==> src/design/lcgpt_pkg.sv <==
package lcgpt_pkg;

   localparam int VALUE_WIDTH    = 16;
   localparam int PROD_WIDTH     = 2 * VALUE_WIDTH;
   localparam int DIV_CNT_WIDTH  = $clog2(PROD_WIDTH);
   localparam int REQ_DATA_WIDTH = ((4 * VALUE_WIDTH + 7) / 8) * 8;
   localparam int RSP_DATA_WIDTH = ((2 * VALUE_WIDTH + 7) / 8) * 8;

   typedef logic [VALUE_WIDTH-1:0] value_type;

   // operand register that a generator step reads and writes back
   typedef enum logic [1:0] {
      SRC_CUR   = 2'd0,
      SRC_LEAD  = 2'd1,
      SRC_TRAIL = 2'd2
   } src_type;

   typedef struct packed {
      logic    load;
      logic    step_start;
      src_type src;
      logic    cnt_inc;
      logic    cnt_clr;
      logic    mark_save;
      logic    period_save;
      logic    tail_inc;
   } dp_cmd_type;

   typedef struct packed {
      logic mod_zero;
      logic step_done;
      logic cnt_eq_mod;
      logic cnt_eq_period;
      logic cur_eq_mark;
      logic lead_eq_trail;
   } dp_status_type;

endpackage

==> src/design/lcgpt_step.sv <==
// One generator step: result = (mul * x + inc) mod modulus.
// Multiply, add, then restoring remainder one dividend bit per cycle.
module lcgpt_step
   import lcgpt_pkg::*;
(
   input  logic      clock,
   input  logic      reset,
   input  logic      start,
   input  value_type x_in,
   input  value_type mul,
   input  value_type inc,
   input  value_type modulus,
   output logic      done,
   output value_type result
);

   typedef enum logic [2:0] {
      ST_IDLE = 3'b001,
      ST_ADD  = 3'b010,
      ST_DIV  = 3'b100
   } step_state_type;

   step_state_type           state_ff, state_in;
   logic [PROD_WIDTH-1:0]    prod_ff, prod_in;
   value_type                rem_ff, rem_in;
   logic [DIV_CNT_WIDTH-1:0] cnt_ff, cnt_in;
   logic                     done_ff, done_in;
   value_type                result_ff, result_in;

   logic [VALUE_WIDTH:0]     rem_shift;
   logic [VALUE_WIDTH:0]     rem_sub;
   value_type                rem_next;

   assign rem_shift = {rem_ff, prod_ff[PROD_WIDTH-1]};
   assign rem_sub   = rem_shift - {1'b0, modulus};
   assign rem_next  = (rem_shift >= {1'b0, modulus}) ? rem_sub[VALUE_WIDTH-1:0]
                                                     : rem_shift[VALUE_WIDTH-1:0];

   always_comb begin
      state_in  = state_ff;
      prod_in   = prod_ff;
      rem_in    = rem_ff;
      cnt_in    = cnt_ff;
      done_in   = 1'b0;
      result_in = result_ff;
      case (state_ff)
         ST_IDLE: begin
            if (start) begin
               prod_in  = PROD_WIDTH'(mul) * PROD_WIDTH'(x_in);
               state_in = ST_ADD;
            end
         end
         ST_ADD: begin
            prod_in  = prod_ff + PROD_WIDTH'(inc);
            rem_in   = '0;
            cnt_in   = DIV_CNT_WIDTH'(PROD_WIDTH - 1);
            state_in = ST_DIV;
         end
         ST_DIV: begin
            rem_in  = rem_next;
            prod_in = {prod_ff[PROD_WIDTH-2:0], 1'b0};
            cnt_in  = cnt_ff - 1'b1;
            if (cnt_ff == '0) begin
               done_in   = 1'b1;
               result_in = rem_next;
               state_in  = ST_IDLE;
            end
         end
         default: begin
            state_in = ST_IDLE;
         end
      endcase
   end

   always_ff @(posedge clock) begin
      if (reset) begin
         state_ff <= ST_IDLE;
         done_ff  <= 1'b0;
      end else begin
         state_ff <= state_in;
         done_ff  <= done_in;
      end
      prod_ff   <= prod_in;
      rem_ff    <= rem_in;
      cnt_ff    <= cnt_in;
      result_ff <= result_in;
   end

   assign done   = done_ff;
   assign result = result_ff;

endmodule

==> src/design/lcgpt_dp.sv <==
// Job registers, walk pointers, counters and the shared step unit.
module lcgpt_dp
   import lcgpt_pkg::*;
(
   input  logic          clock,
   input  logic          reset,
   input  dp_cmd_type    cmd,
   input  value_type     req_multiplier,
   input  value_type     req_increment,
   input  value_type     req_modulus,
   input  value_type     req_seed,
   output dp_status_type status,
   output value_type     period,
   output value_type     tail_length,
   output logic          error
);

   value_type mul_ff, mul_in;
   value_type inc_ff, inc_in;
   value_type mod_ff, mod_in;
   value_type cur_ff, cur_in;
   value_type mark_ff, mark_in;
   value_type lead_ff, lead_in;
   value_type trail_ff, trail_in;
   value_type cnt_ff, cnt_in;
   value_type period_ff, period_in;
   value_type tail_ff, tail_in;
   logic      err_ff, err_in;
   src_type   src_ff, src_in;

   value_type step_x;
   logic      step_done;
   value_type step_result;

   always_comb begin
      case (cmd.src)
         SRC_CUR:   step_x = cur_ff;
         SRC_LEAD:  step_x = lead_ff;
         SRC_TRAIL: step_x = trail_ff;
         default:   step_x = cur_ff;
      endcase
   end

   lcgpt_step u_step (
      .clock   (clock),
      .reset   (reset),
      .start   (cmd.step_start),
      .x_in    (step_x),
      .mul     (mul_ff),
      .inc     (inc_ff),
      .modulus (mod_ff),
      .done    (step_done),
      .result  (step_result)
   );

   always_comb begin
      mul_in    = mul_ff;
      inc_in    = inc_ff;
      mod_in    = mod_ff;
      cur_in    = cur_ff;
      mark_in   = mark_ff;
      lead_in   = lead_ff;
      trail_in  = trail_ff;
      cnt_in    = cnt_ff;
      period_in = period_ff;
      tail_in   = tail_ff;
      err_in    = err_ff;
      src_in    = src_ff;

      if (cmd.load) begin
         mul_in    = req_multiplier;
         inc_in    = req_increment;
         mod_in    = req_modulus;
         cur_in    = req_seed;
         lead_in   = req_seed;
         trail_in  = req_seed;
         cnt_in    = '0;
         period_in = '0;
         tail_in   = '0;
         err_in    = (req_modulus == '0);
      end

      if (cmd.step_start) begin
         src_in = cmd.src;
      end

      // write the step result back to the register it came from
      if (step_done) begin
         case (src_ff)
            SRC_CUR:   cur_in   = step_result;
            SRC_LEAD:  lead_in  = step_result;
            SRC_TRAIL: trail_in = step_result;
            default:   cur_in   = step_result;
         endcase
      end

      if (cmd.cnt_clr) begin
         cnt_in = '0;
      end else if (cmd.cnt_inc) begin
         cnt_in = cnt_ff + 1'b1;
      end

      if (cmd.mark_save) begin
         mark_in = cur_ff;
      end
      if (cmd.period_save) begin
         period_in = cnt_ff;
      end
      if (cmd.tail_inc) begin
         tail_in = tail_ff + 1'b1;
      end
   end

   always_ff @(posedge clock) begin
      if (reset) begin
         err_ff <= 1'b0;
         src_ff <= SRC_CUR;
      end else begin
         err_ff <= err_in;
         src_ff <= src_in;
      end
      mul_ff    <= mul_in;
      inc_ff    <= inc_in;
      mod_ff    <= mod_in;
      cur_ff    <= cur_in;
      mark_ff   <= mark_in;
      lead_ff   <= lead_in;
      trail_ff  <= trail_in;
      cnt_ff    <= cnt_in;
      period_ff <= period_in;
      tail_ff   <= tail_in;
   end

   assign status.mod_zero      = err_ff;
   assign status.step_done     = step_done;
   assign status.cnt_eq_mod    = (cnt_ff == mod_ff);
   assign status.cnt_eq_period = (cnt_ff == period_ff);
   assign status.cur_eq_mark   = (cur_ff == mark_ff);
   assign status.lead_eq_trail = (lead_ff == trail_ff);

   assign period      = period_ff;
   assign tail_length = tail_ff;
   assign error       = err_ff;

endmodule

==> src/design/lcgpt_ctrl.sv <==
// Sequencer for the four walks: warm-up, cycle measure, lead offset, tail.
module lcgpt_ctrl
   import lcgpt_pkg::*;
(
   input  logic          clock,
   input  logic          reset,
   input  logic          req_valid,
   output logic          req_ready,
   input  logic          out_free,
   output logic          out_load,
   output dp_cmd_type    cmd,
   input  dp_status_type status
);

   typedef enum logic [13:0] {
      S_IDLE            = 14'b00000000000001,
      S_CHECK           = 14'b00000000000010,
      S_WARM            = 14'b00000000000100,
      S_WARM_WAIT       = 14'b00000000001000,
      S_CYC_GO          = 14'b00000000010000,
      S_CYC_WAIT        = 14'b00000000100000,
      S_CYC_CHK         = 14'b00000001000000,
      S_LEAD            = 14'b00000010000000,
      S_LEAD_WAIT       = 14'b00000100000000,
      S_TAIL            = 14'b00001000000000,
      S_TAIL_LEAD_WAIT  = 14'b00010000000000,
      S_TAIL_TRAIL      = 14'b00100000000000,
      S_TAIL_TRAIL_WAIT = 14'b01000000000000,
      S_DONE            = 14'b10000000000000
   } ctrl_state_type;

   ctrl_state_type state_ff, state_in;

   always_comb begin
      state_in  = state_ff;
      cmd       = '0;
      cmd.src   = SRC_CUR;
      req_ready = 1'b0;
      out_load  = 1'b0;
      case (state_ff)
         S_IDLE: begin
            req_ready = 1'b1;
            if (req_valid) begin
               cmd.load = 1'b1;
               state_in = S_CHECK;
            end
         end
         S_CHECK: begin
            state_in = status.mod_zero ? S_DONE : S_WARM;
         end
         S_WARM: begin
            if (status.cnt_eq_mod) begin
               cmd.mark_save = 1'b1;
               cmd.cnt_clr   = 1'b1;
               state_in      = S_CYC_GO;
            end else begin
               cmd.step_start = 1'b1;
               cmd.cnt_inc    = 1'b1;
               state_in       = S_WARM_WAIT;
            end
         end
         S_WARM_WAIT: begin
            if (status.step_done) begin
               state_in = S_WARM;
            end
         end
         S_CYC_GO: begin
            cmd.step_start = 1'b1;
            cmd.cnt_inc    = 1'b1;
            state_in       = S_CYC_WAIT;
         end
         S_CYC_WAIT: begin
            if (status.step_done) begin
               state_in = S_CYC_CHK;
            end
         end
         S_CYC_CHK: begin
            if (status.cur_eq_mark) begin
               cmd.period_save = 1'b1;
               cmd.cnt_clr     = 1'b1;
               state_in        = S_LEAD;
            end else begin
               state_in = S_CYC_GO;
            end
         end
         S_LEAD: begin
            if (status.cnt_eq_period) begin
               state_in = S_TAIL;
            end else begin
               cmd.step_start = 1'b1;
               cmd.src        = SRC_LEAD;
               cmd.cnt_inc    = 1'b1;
               state_in       = S_LEAD_WAIT;
            end
         end
         S_LEAD_WAIT: begin
            if (status.step_done) begin
               state_in = S_LEAD;
            end
         end
         S_TAIL: begin
            if (status.lead_eq_trail) begin
               state_in = S_DONE;
            end else begin
               cmd.step_start = 1'b1;
               cmd.src        = SRC_LEAD;
               cmd.tail_inc   = 1'b1;
               state_in       = S_TAIL_LEAD_WAIT;
            end
         end
         S_TAIL_LEAD_WAIT: begin
            if (status.step_done) begin
               state_in = S_TAIL_TRAIL;
            end
         end
         S_TAIL_TRAIL: begin
            cmd.step_start = 1'b1;
            cmd.src        = SRC_TRAIL;
            state_in       = S_TAIL_TRAIL_WAIT;
         end
         S_TAIL_TRAIL_WAIT: begin
            if (status.step_done) begin
               state_in = S_TAIL;
            end
         end
         S_DONE: begin
            if (out_free) begin
               out_load = 1'b1;
               state_in = S_IDLE;
            end
         end
         default: begin
            state_in = S_IDLE;
         end
      endcase
   end

   always_ff @(posedge clock) begin
      if (reset) begin
         state_ff <= S_IDLE;
      end else begin
         state_ff <= state_in;
      end
   end

endmodule

==> src/design/lcg_period_and_tail_length_core.sv <==
// Period and tail-length finder for a linear congruential generator
// x' = (a*x + b) mod c. Each request beat carries a, b, c and the seed; the
// block answers with one response beat holding the cycle length (period)
// and the number of values before the sequence enters that cycle
// (tail_length). A zero modulus is rejected at once: the response has
// error set in tuser and both counts zero. A seed at or above the modulus
// is used as is and counts toward the tail. One job is in flight at a
// time; a finished response waits in an output register, so a new request
// can be taken while the previous response is still pending. Every
// generator step runs on one shared step unit (a multiply, an add, then
// a restoring remainder at one bit per cycle over the 2*VALUE_WIDTH-bit
// product); a step of the cycle measure adds a compare state. A job takes
// (c + 2*period + 2*tail_length) steps; period plus tail_length is at most
// c+1, so at most about 3*c + 2 steps.
module lcg_period_and_tail_length_core
   import lcgpt_pkg::*;
(
   input  logic                      clock,
   input  logic                      reset,
   // request channel
   input  logic                      req_tvalid,
   output logic                      req_tready,
   // [VW-1:0] multiplier, [2VW-1:VW] increment, [3VW-1:2VW] modulus,
   // [4VW-1:3VW] seed (VW = VALUE_WIDTH), zero padded to whole bytes
   input  logic [REQ_DATA_WIDTH-1:0] req_tdata,
   // response channel
   output logic                      rsp_tvalid,
   input  logic                      rsp_tready,
   // [VW-1:0] period, [2VW-1:VW] tail_length, zero padded to whole bytes
   output logic [RSP_DATA_WIDTH-1:0] rsp_tdata,
   // [0] error
   output logic                      rsp_tuser
);

   dp_cmd_type    cmd;
   dp_status_type status;
   logic          out_free;
   logic          out_load;
   value_type     dp_period;
   value_type     dp_tail;
   logic          dp_error;

   logic                      rsp_valid_ff, rsp_valid_in;
   logic [RSP_DATA_WIDTH-1:0] rsp_data_ff, rsp_data_in;
   logic                      rsp_user_ff, rsp_user_in;

   // response slot is free when empty or being drained this cycle
   assign out_free = !rsp_valid_ff || rsp_tready;

   lcgpt_ctrl u_ctrl (
      .clock     (clock),
      .reset     (reset),
      .req_valid (req_tvalid),
      .req_ready (req_tready),
      .out_free  (out_free),
      .out_load  (out_load),
      .cmd       (cmd),
      .status    (status)
   );

   lcgpt_dp u_dp (
      .clock          (clock),
      .reset          (reset),
      .cmd            (cmd),
      .req_multiplier (req_tdata[0*VALUE_WIDTH +: VALUE_WIDTH]),
      .req_increment  (req_tdata[1*VALUE_WIDTH +: VALUE_WIDTH]),
      .req_modulus    (req_tdata[2*VALUE_WIDTH +: VALUE_WIDTH]),
      .req_seed       (req_tdata[3*VALUE_WIDTH +: VALUE_WIDTH]),
      .status         (status),
      .period         (dp_period),
      .tail_length    (dp_tail),
      .error          (dp_error)
   );

   // output register: load the finished job, drop the beat once taken
   always_comb begin
      rsp_valid_in = rsp_valid_ff;
      rsp_data_in  = rsp_data_ff;
      rsp_user_in  = rsp_user_ff;
      if (out_load) begin
         rsp_valid_in = 1'b1;
         rsp_data_in  = RSP_DATA_WIDTH'({dp_tail, dp_period});
         rsp_user_in  = dp_error;
      end else if (rsp_tready) begin
         rsp_valid_in = 1'b0;
      end
   end

   always_ff @(posedge clock) begin
      if (reset) begin
         rsp_valid_ff <= 1'b0;
      end else begin
         rsp_valid_ff <= rsp_valid_in;
      end
      rsp_data_ff <= rsp_data_in;
      rsp_user_ff <= rsp_user_in;
   end

   assign rsp_tvalid = rsp_valid_ff;
   assign rsp_tdata  = rsp_data_ff;
   assign rsp_tuser  = rsp_user_ff;

endmodule

==> config.mk <==
export PLATFORM = sky130hd
export DESIGN_NAME = lcg_period_and_tail_length_core
export DESIGN_NICKNAME = d
export VERILOG_FILES = /design/src/design/lcgpt_pkg.sv /design/src/design/lcgpt_step.sv /design/src/design/lcgpt_dp.sv /design/src/design/lcgpt_ctrl.sv /design/src/design/lcg_period_and_tail_length_core.sv
export SDC_FILE = /design/constraint.sdc
export NUM_CORES = 1
export LEC_CHECK = 0
export BUFFER_PORTS_ARGS = -buffer_cell sky130_fd_sc_hd__buf_2
export CORE_MARGIN = 2
export CORE_UTILIZATION = 55
export CTS_BUF_LIST = sky130_fd_sc_hd__clkbuf_8
export CTS_CLUSTER_SIZE = 28
export DETAILED_ROUTE_END_ITERATION = 10
export PLACE_DENSITY_LB_ADDON = 0.12
export SETUP_SLACK_MARGIN = 0.2
export SLEW_MARGIN = 30
export SYNTH_ARGS = -nofsm -noshare
export SYNTH_HDL_FRONTEND = slang
export SYNTH_HIERARCHICAL = 1
export SYNTH_SLANG_ARGS = --single-unit
==> constraint.sdc <==
create_clock -name clock -period 18.7 [get_ports clock]
set_input_delay 3.74 -clock clock [delete_from_list [all_inputs] [get_ports clock]]
set_output_delay 3.74 -clock clock [all_outputs]
set_load 0.01 [all_outputs]
Word level (Yosys, flattened, before mapping)
Index checks and enable logic that the tools add are counted.

Add/subtract/negate cells: 5. Multiply operators: 1. Divide/modulo/power cells: 0. $lt $le $gt $ge: 1. Eq/ne operators: 34. Shift-type cells: 0. Multiplexer cells: 56. Bitwise gates (word level): 1. Reduce and logical (&&, ||, !) cells: 17.

Operators with widths (number): 16-bit 2-to-1 mux (14); 14-bit case mux with 14 select lines (1); 14-bit 2-to-1 mux (9); 32-bit case mux with 3 select lines (1); 16-bit equality test (4); 16-bit case mux with 2 select lines (2); 16-bit by 1-bit adder with 16-bit output (second input constant) (2); 32-bit by 16-bit adder with 32-bit output (1); 16-bit by 16-bit multiplier with 32-bit output (1); 32-bit 2-to-1 mux (1); 17-bit by 16-bit >= comparator with 1-bit output (1); 16-bit zero test (1); 16-bit subtractor (1); 14-bit by 1-bit equality test with 1-bit output (second input constant) (1); 14-bit by 10-bit equality test with 1-bit output (second input constant) (1); 14-bit by 11-bit equality test with 1-bit output (second input constant) (1); 14-bit by 12-bit equality test with 1-bit output (second input constant) (1); 14-bit by 13-bit equality test with 1-bit output (second input constant) (1); 14-bit equality test (second input constant) (1); 14-bit by 2-bit equality test with 1-bit output (second input constant) (1); 14-bit by 3-bit equality test with 1-bit output (second input constant) (1); 14-bit by 4-bit equality test with 1-bit output (second input constant) (1); 14-bit by 5-bit equality test with 1-bit output (second input constant) (1); 14-bit by 6-bit equality test with 1-bit output (second input constant) (1); 33 further kinds (65).

Register bits after elaboration: 284. Latch bits: 0. Memory bits (writable): 0. Bits in read-only memories: 0. Bits of input ports: 68. Output and inout port bits: 35. Word-level logic and storage cells: 137. Memories kept: 0.

Logic depth before layout (Yosys ltp)
Depth in word-level cells: 8. Depth in mapped cells: 36. Mapped depth without buffers: 31.

Modules after synthesis
Netlist, hierarchy kept.

Modules (own cells, without submodules): lcgpt_step (times used 1, cells each 1492, area an instance 13536.7 sq um, seq. area each 2152.1 sq um); lcgpt_dp (times used 1, cells each 655, area an instance 7322.0 sq um, seq. area each 4224.1 sq um); lcg_period_and_tail_length_core (times used 1, cells each 37, area an instance 1037.2 sq um, seq. area each 1011.0 sq um); lcgpt_ctrl (times used 1, cells each 124, area an instance 985.9 sq um, seq. area each 280.3 sq um).

Worst setup path before layout
No wires, ideal clock.

Path kind: reg2reg. From: register u_ctrl.state_ff[12]. To: register u_dp.u_step.prod_ff[27], data pin. Setup time: 259 ps. Data arrival time: 8230 ps. Required time: 18441 ps. Slack: 10211 ps. Cell stages (with the launch flop): 33. Buffers on the path: 5. Clock period less this slack: 8489 ps. Path through: dfxtp_1 -> buf_2 -> nor4_1 -> nand2_1 -> nor3_1 -> nand3_1 -> o21ai_0 -> ha_1 -> clkbuf_1 -> clkbuf_1 -> a22oi_1 -> o21ai_0 -> clkbuf_1 -> nand2_1 -> fa_1 -> fa_1 -> inv_1 -> fa_1 -> fa_1 -> fa_1 -> inv_1 -> fa_1 -> inv_1 -> ha_1 -> clkbuf_1 -> a21oi_1 -> o21ai_0 -> nor3_1 -> nand3b_1 -> a311oi_1 -> o21ai_0 -> xnor2_1 -> a211o_1.

RTL lines: start, declared (line lcgpt_ctrl.sv:32) `ctrl_state_type state_ff, state_in;`; start signal, assigned (line lcgpt_ctrl.sv:142) `state_ff <= state_in;`; end signal, assigned (line lcgpt_step.sv:83) `prod_ff <= prod_in;`; end, declared (line lcgpt_step.sv:24) `logic [PROD_WIDTH-1:0] prod_ff, prod_in;`.

==> results.toml <==
[run_status]
status = "finished, final reports clean"

[critical_path]
cpPeakStageDelay_ns = 0.67
arrival_ns = 9.69
crit_type = "flop to flop"
path_buf_inv = 3
cpMostUsedCell = "fa_1"
cp.required_ns = 19.07
r2r_slack_ns = 9.37
end_kind = "flop"
path_delay_family = "adder cells"
path_max_fanout = 16
worst_path_max_delay_cell = "o21ai_2"
critPathLaunchType = "flop"

[final_layout]
drive_gt1_share_pct = 10.05
layout_common_cells = "295 x inv_1, 277 x nand2_1, 198 x edfxtp_1"
nFillCells = 3541
ff_latch_area_mm2 = 0.007667
fin_nets = 2785
multi_input_area_mm2 = 0.01373
final_common_cell = "inv_1"
area_growth_syn_to_layout_pct = 8.147

[clocking]
htreeDepth = 2
cts.sinks = 284
cts_resized = 0
ctsHoldBuffers = 0
ctsRootBufferMaster = "clkbuf_8"
cts_tree = "done"
clock_latency_ns = 0.64
cts_buffers = 50
clockBufferDepth = 3
clkTransAtPathRegs_ns = 0.06
post_cts_buffers = 0

[die]
io_pins = 103
initial_core_util_pct = 55.91
die_w_um = 208.0
die_h_um = 208.0
dieArea_mm2 = 0.04325
rows = 74
coreArea_mm2 = 0.04092

[sta]
rsz0062_at_grt = "no"
setup_tns_ns = 0
setup_viol = 0
fmax_mhz = 107.2
hold_violations = 0
min_period_over_period_pct = 49.87
slew_viol_final = 0
worst-slew-pin-transition_ns = 0.8382
fin_crit_ns = 9.326
slew_headroom_pct = 44.12
clock_skew_ns = 0.03339

[routing]
ant_nets = 0
dr.pass1.iters = 5
drt-vias-per-instance = 5.736
wl_mm = 56.45
drc_errors = 0
vias = 16930
wl_per_cell_um = 19.13
drt_iter0_markers = 1302

[global_routing]
grt_pass1_vias = 16860
grt_max_degree = 63
grt_pass1_wl_mm = 91.28
antenna_found_initial = 1
grt_use_total_pct = 26.36
overflow = 0

[synthesis]
syn-num-nets = 2715
ys.warnings.count = 6
async_flop_share_pct = 0
synth_area_leader_cell = "edfxtp_1"
netlist.area_leader.share_pct = 25.98
syn_inst = 2308
ys.flop_type = "edfxtp_1"
avgSynthCellArea_um2 = 9.914
ys_ff_latch = 284
synth_edf_count = 198
ys_types = 88
synth.area.top_cells = "edfxtp_1 26%, fa_1 17%, ha_1 7.8%, dfxtp_1 7.5%, nand2_1 4.5%"
yosysSeqAreaShare_pct = 33.51
netlist_area_mm2 = 0.02288

[place]
port_buffers = 102
gp_congestion = 0.8990
dp_hpwl_mm = 42.33

[job]
maxCapViolations = 0

[min_path]
min_path_type = "flop to flop"
kinds of logic after synthesis:
logic type / count (synthesis) / synth area share [%]
AND/OR/NAND/NOR: 733 / 16.14
buffers and inverters: 380 / 6.567
AO/OA/AOI/OAI: 368 / 10.56
adder cells (fa/ha/maj): 339 / 24.97
flip-flops: 284 / 33.51
XOR/XNOR: 138 / 5.282
multiplexers: 66 / 2.980
registers in the layout, summed over array words and instances (netlist names), 2 cells and up:
signal and cells:
u_dp/period 16, u_dp/tail_length 16, u_dp/lead_ff 16, u_ctrl/state_ff 14, u_dp/cnt_ff 16, u_dp/u_step/rem_ff 16, rsp_tdata 32, u_dp/u_step/cnt_ff 5
u_dp/mul_ff 16, u_dp/trail_ff 16, u_dp/u_step/state_ff 3, u_dp/mark_ff 16, u_dp/cur_ff 16, u_dp/inc_ff 16, u_dp/u_step/prod_ff 32, u_dp/src_ff 2
u_dp/mod_ff 16, u_dp/u_step/result 16
stage by stage:
| step | hold WS [ns] | instance area (um2) | util, % | setup WS [ns] | std cells |
|---|---|---|---|---|---|
| 3_5_place_dp | 0.4563 | 23770 | 58.09 | 9.557 | 2858 |
| 2_1_floorplan | 0.4312 | 22880 | - | 10.21 | 2308 |
| 4_1_cts | 0.4713 | 24740 | 60.45 | 9.510 | 2950 |
| 6_report | 0.4716 | 24750 | 60.47 | 9.374 | 2951 |
| 3_3_place_gp | 0.4518 | 23760 | 58.07 | 9.339 | 2858 |
| 5_1_grt | 0.4840 | 24750 | 60.47 | 8.731 | 2951 |
final timing paths:
| kind | startpoint | endpoint | depth (start not counted) |
|---|---|---|---|
| max | u_ctrl/state_ff[12] | u_dp/u_step/prod_ff[27] | 27 |
| min | u_dp/period[11] | rsp_tdata[11] | 0 |
| max reg2reg | u_ctrl/state_ff[12] | u_dp/u_step/prod_ff[27] | 27 |
| min reg2reg | u_dp/period[11] | rsp_tdata[11] | 0 |
final cells by class:
class                      count  share of cell area, %
sequential                   284                  30.98
multi-input combinational   1644                  55.48
tap                          532                  2.690
clock buffer                  56                  3.115
timing repair buffer         126                  2.806
antenna                        1                0.01011
inverter                     272                  4.126
clock inverter                36                 0.7938
cell usage after synthesis (35+ instances only):
master    instances
nand2_1         277
nor2_1           89
fa_1            196
a21oi_1          73
edfxtp_1        198
clkbuf_1         80
ha_1            143
xnor2_1         107
dfxtp_1          86
nand3_1          35
o21ai_0         123
inv_1           272
and2_1          161
mux2i_1          61
metal layers:
layer  part of all wire (%)  track usage, %  vias up
met2                     44           38.98      593
met3                    7.4           5.087       80
met4                    1.7           6.579        0
met1                     47           39.90     8292
li1                       -               -     7961
met5                      0               0        -
Power is left out: the tool's default activity adds up to more than one toggle a clock period on the data nets, which glitch-free logic cannot reach.
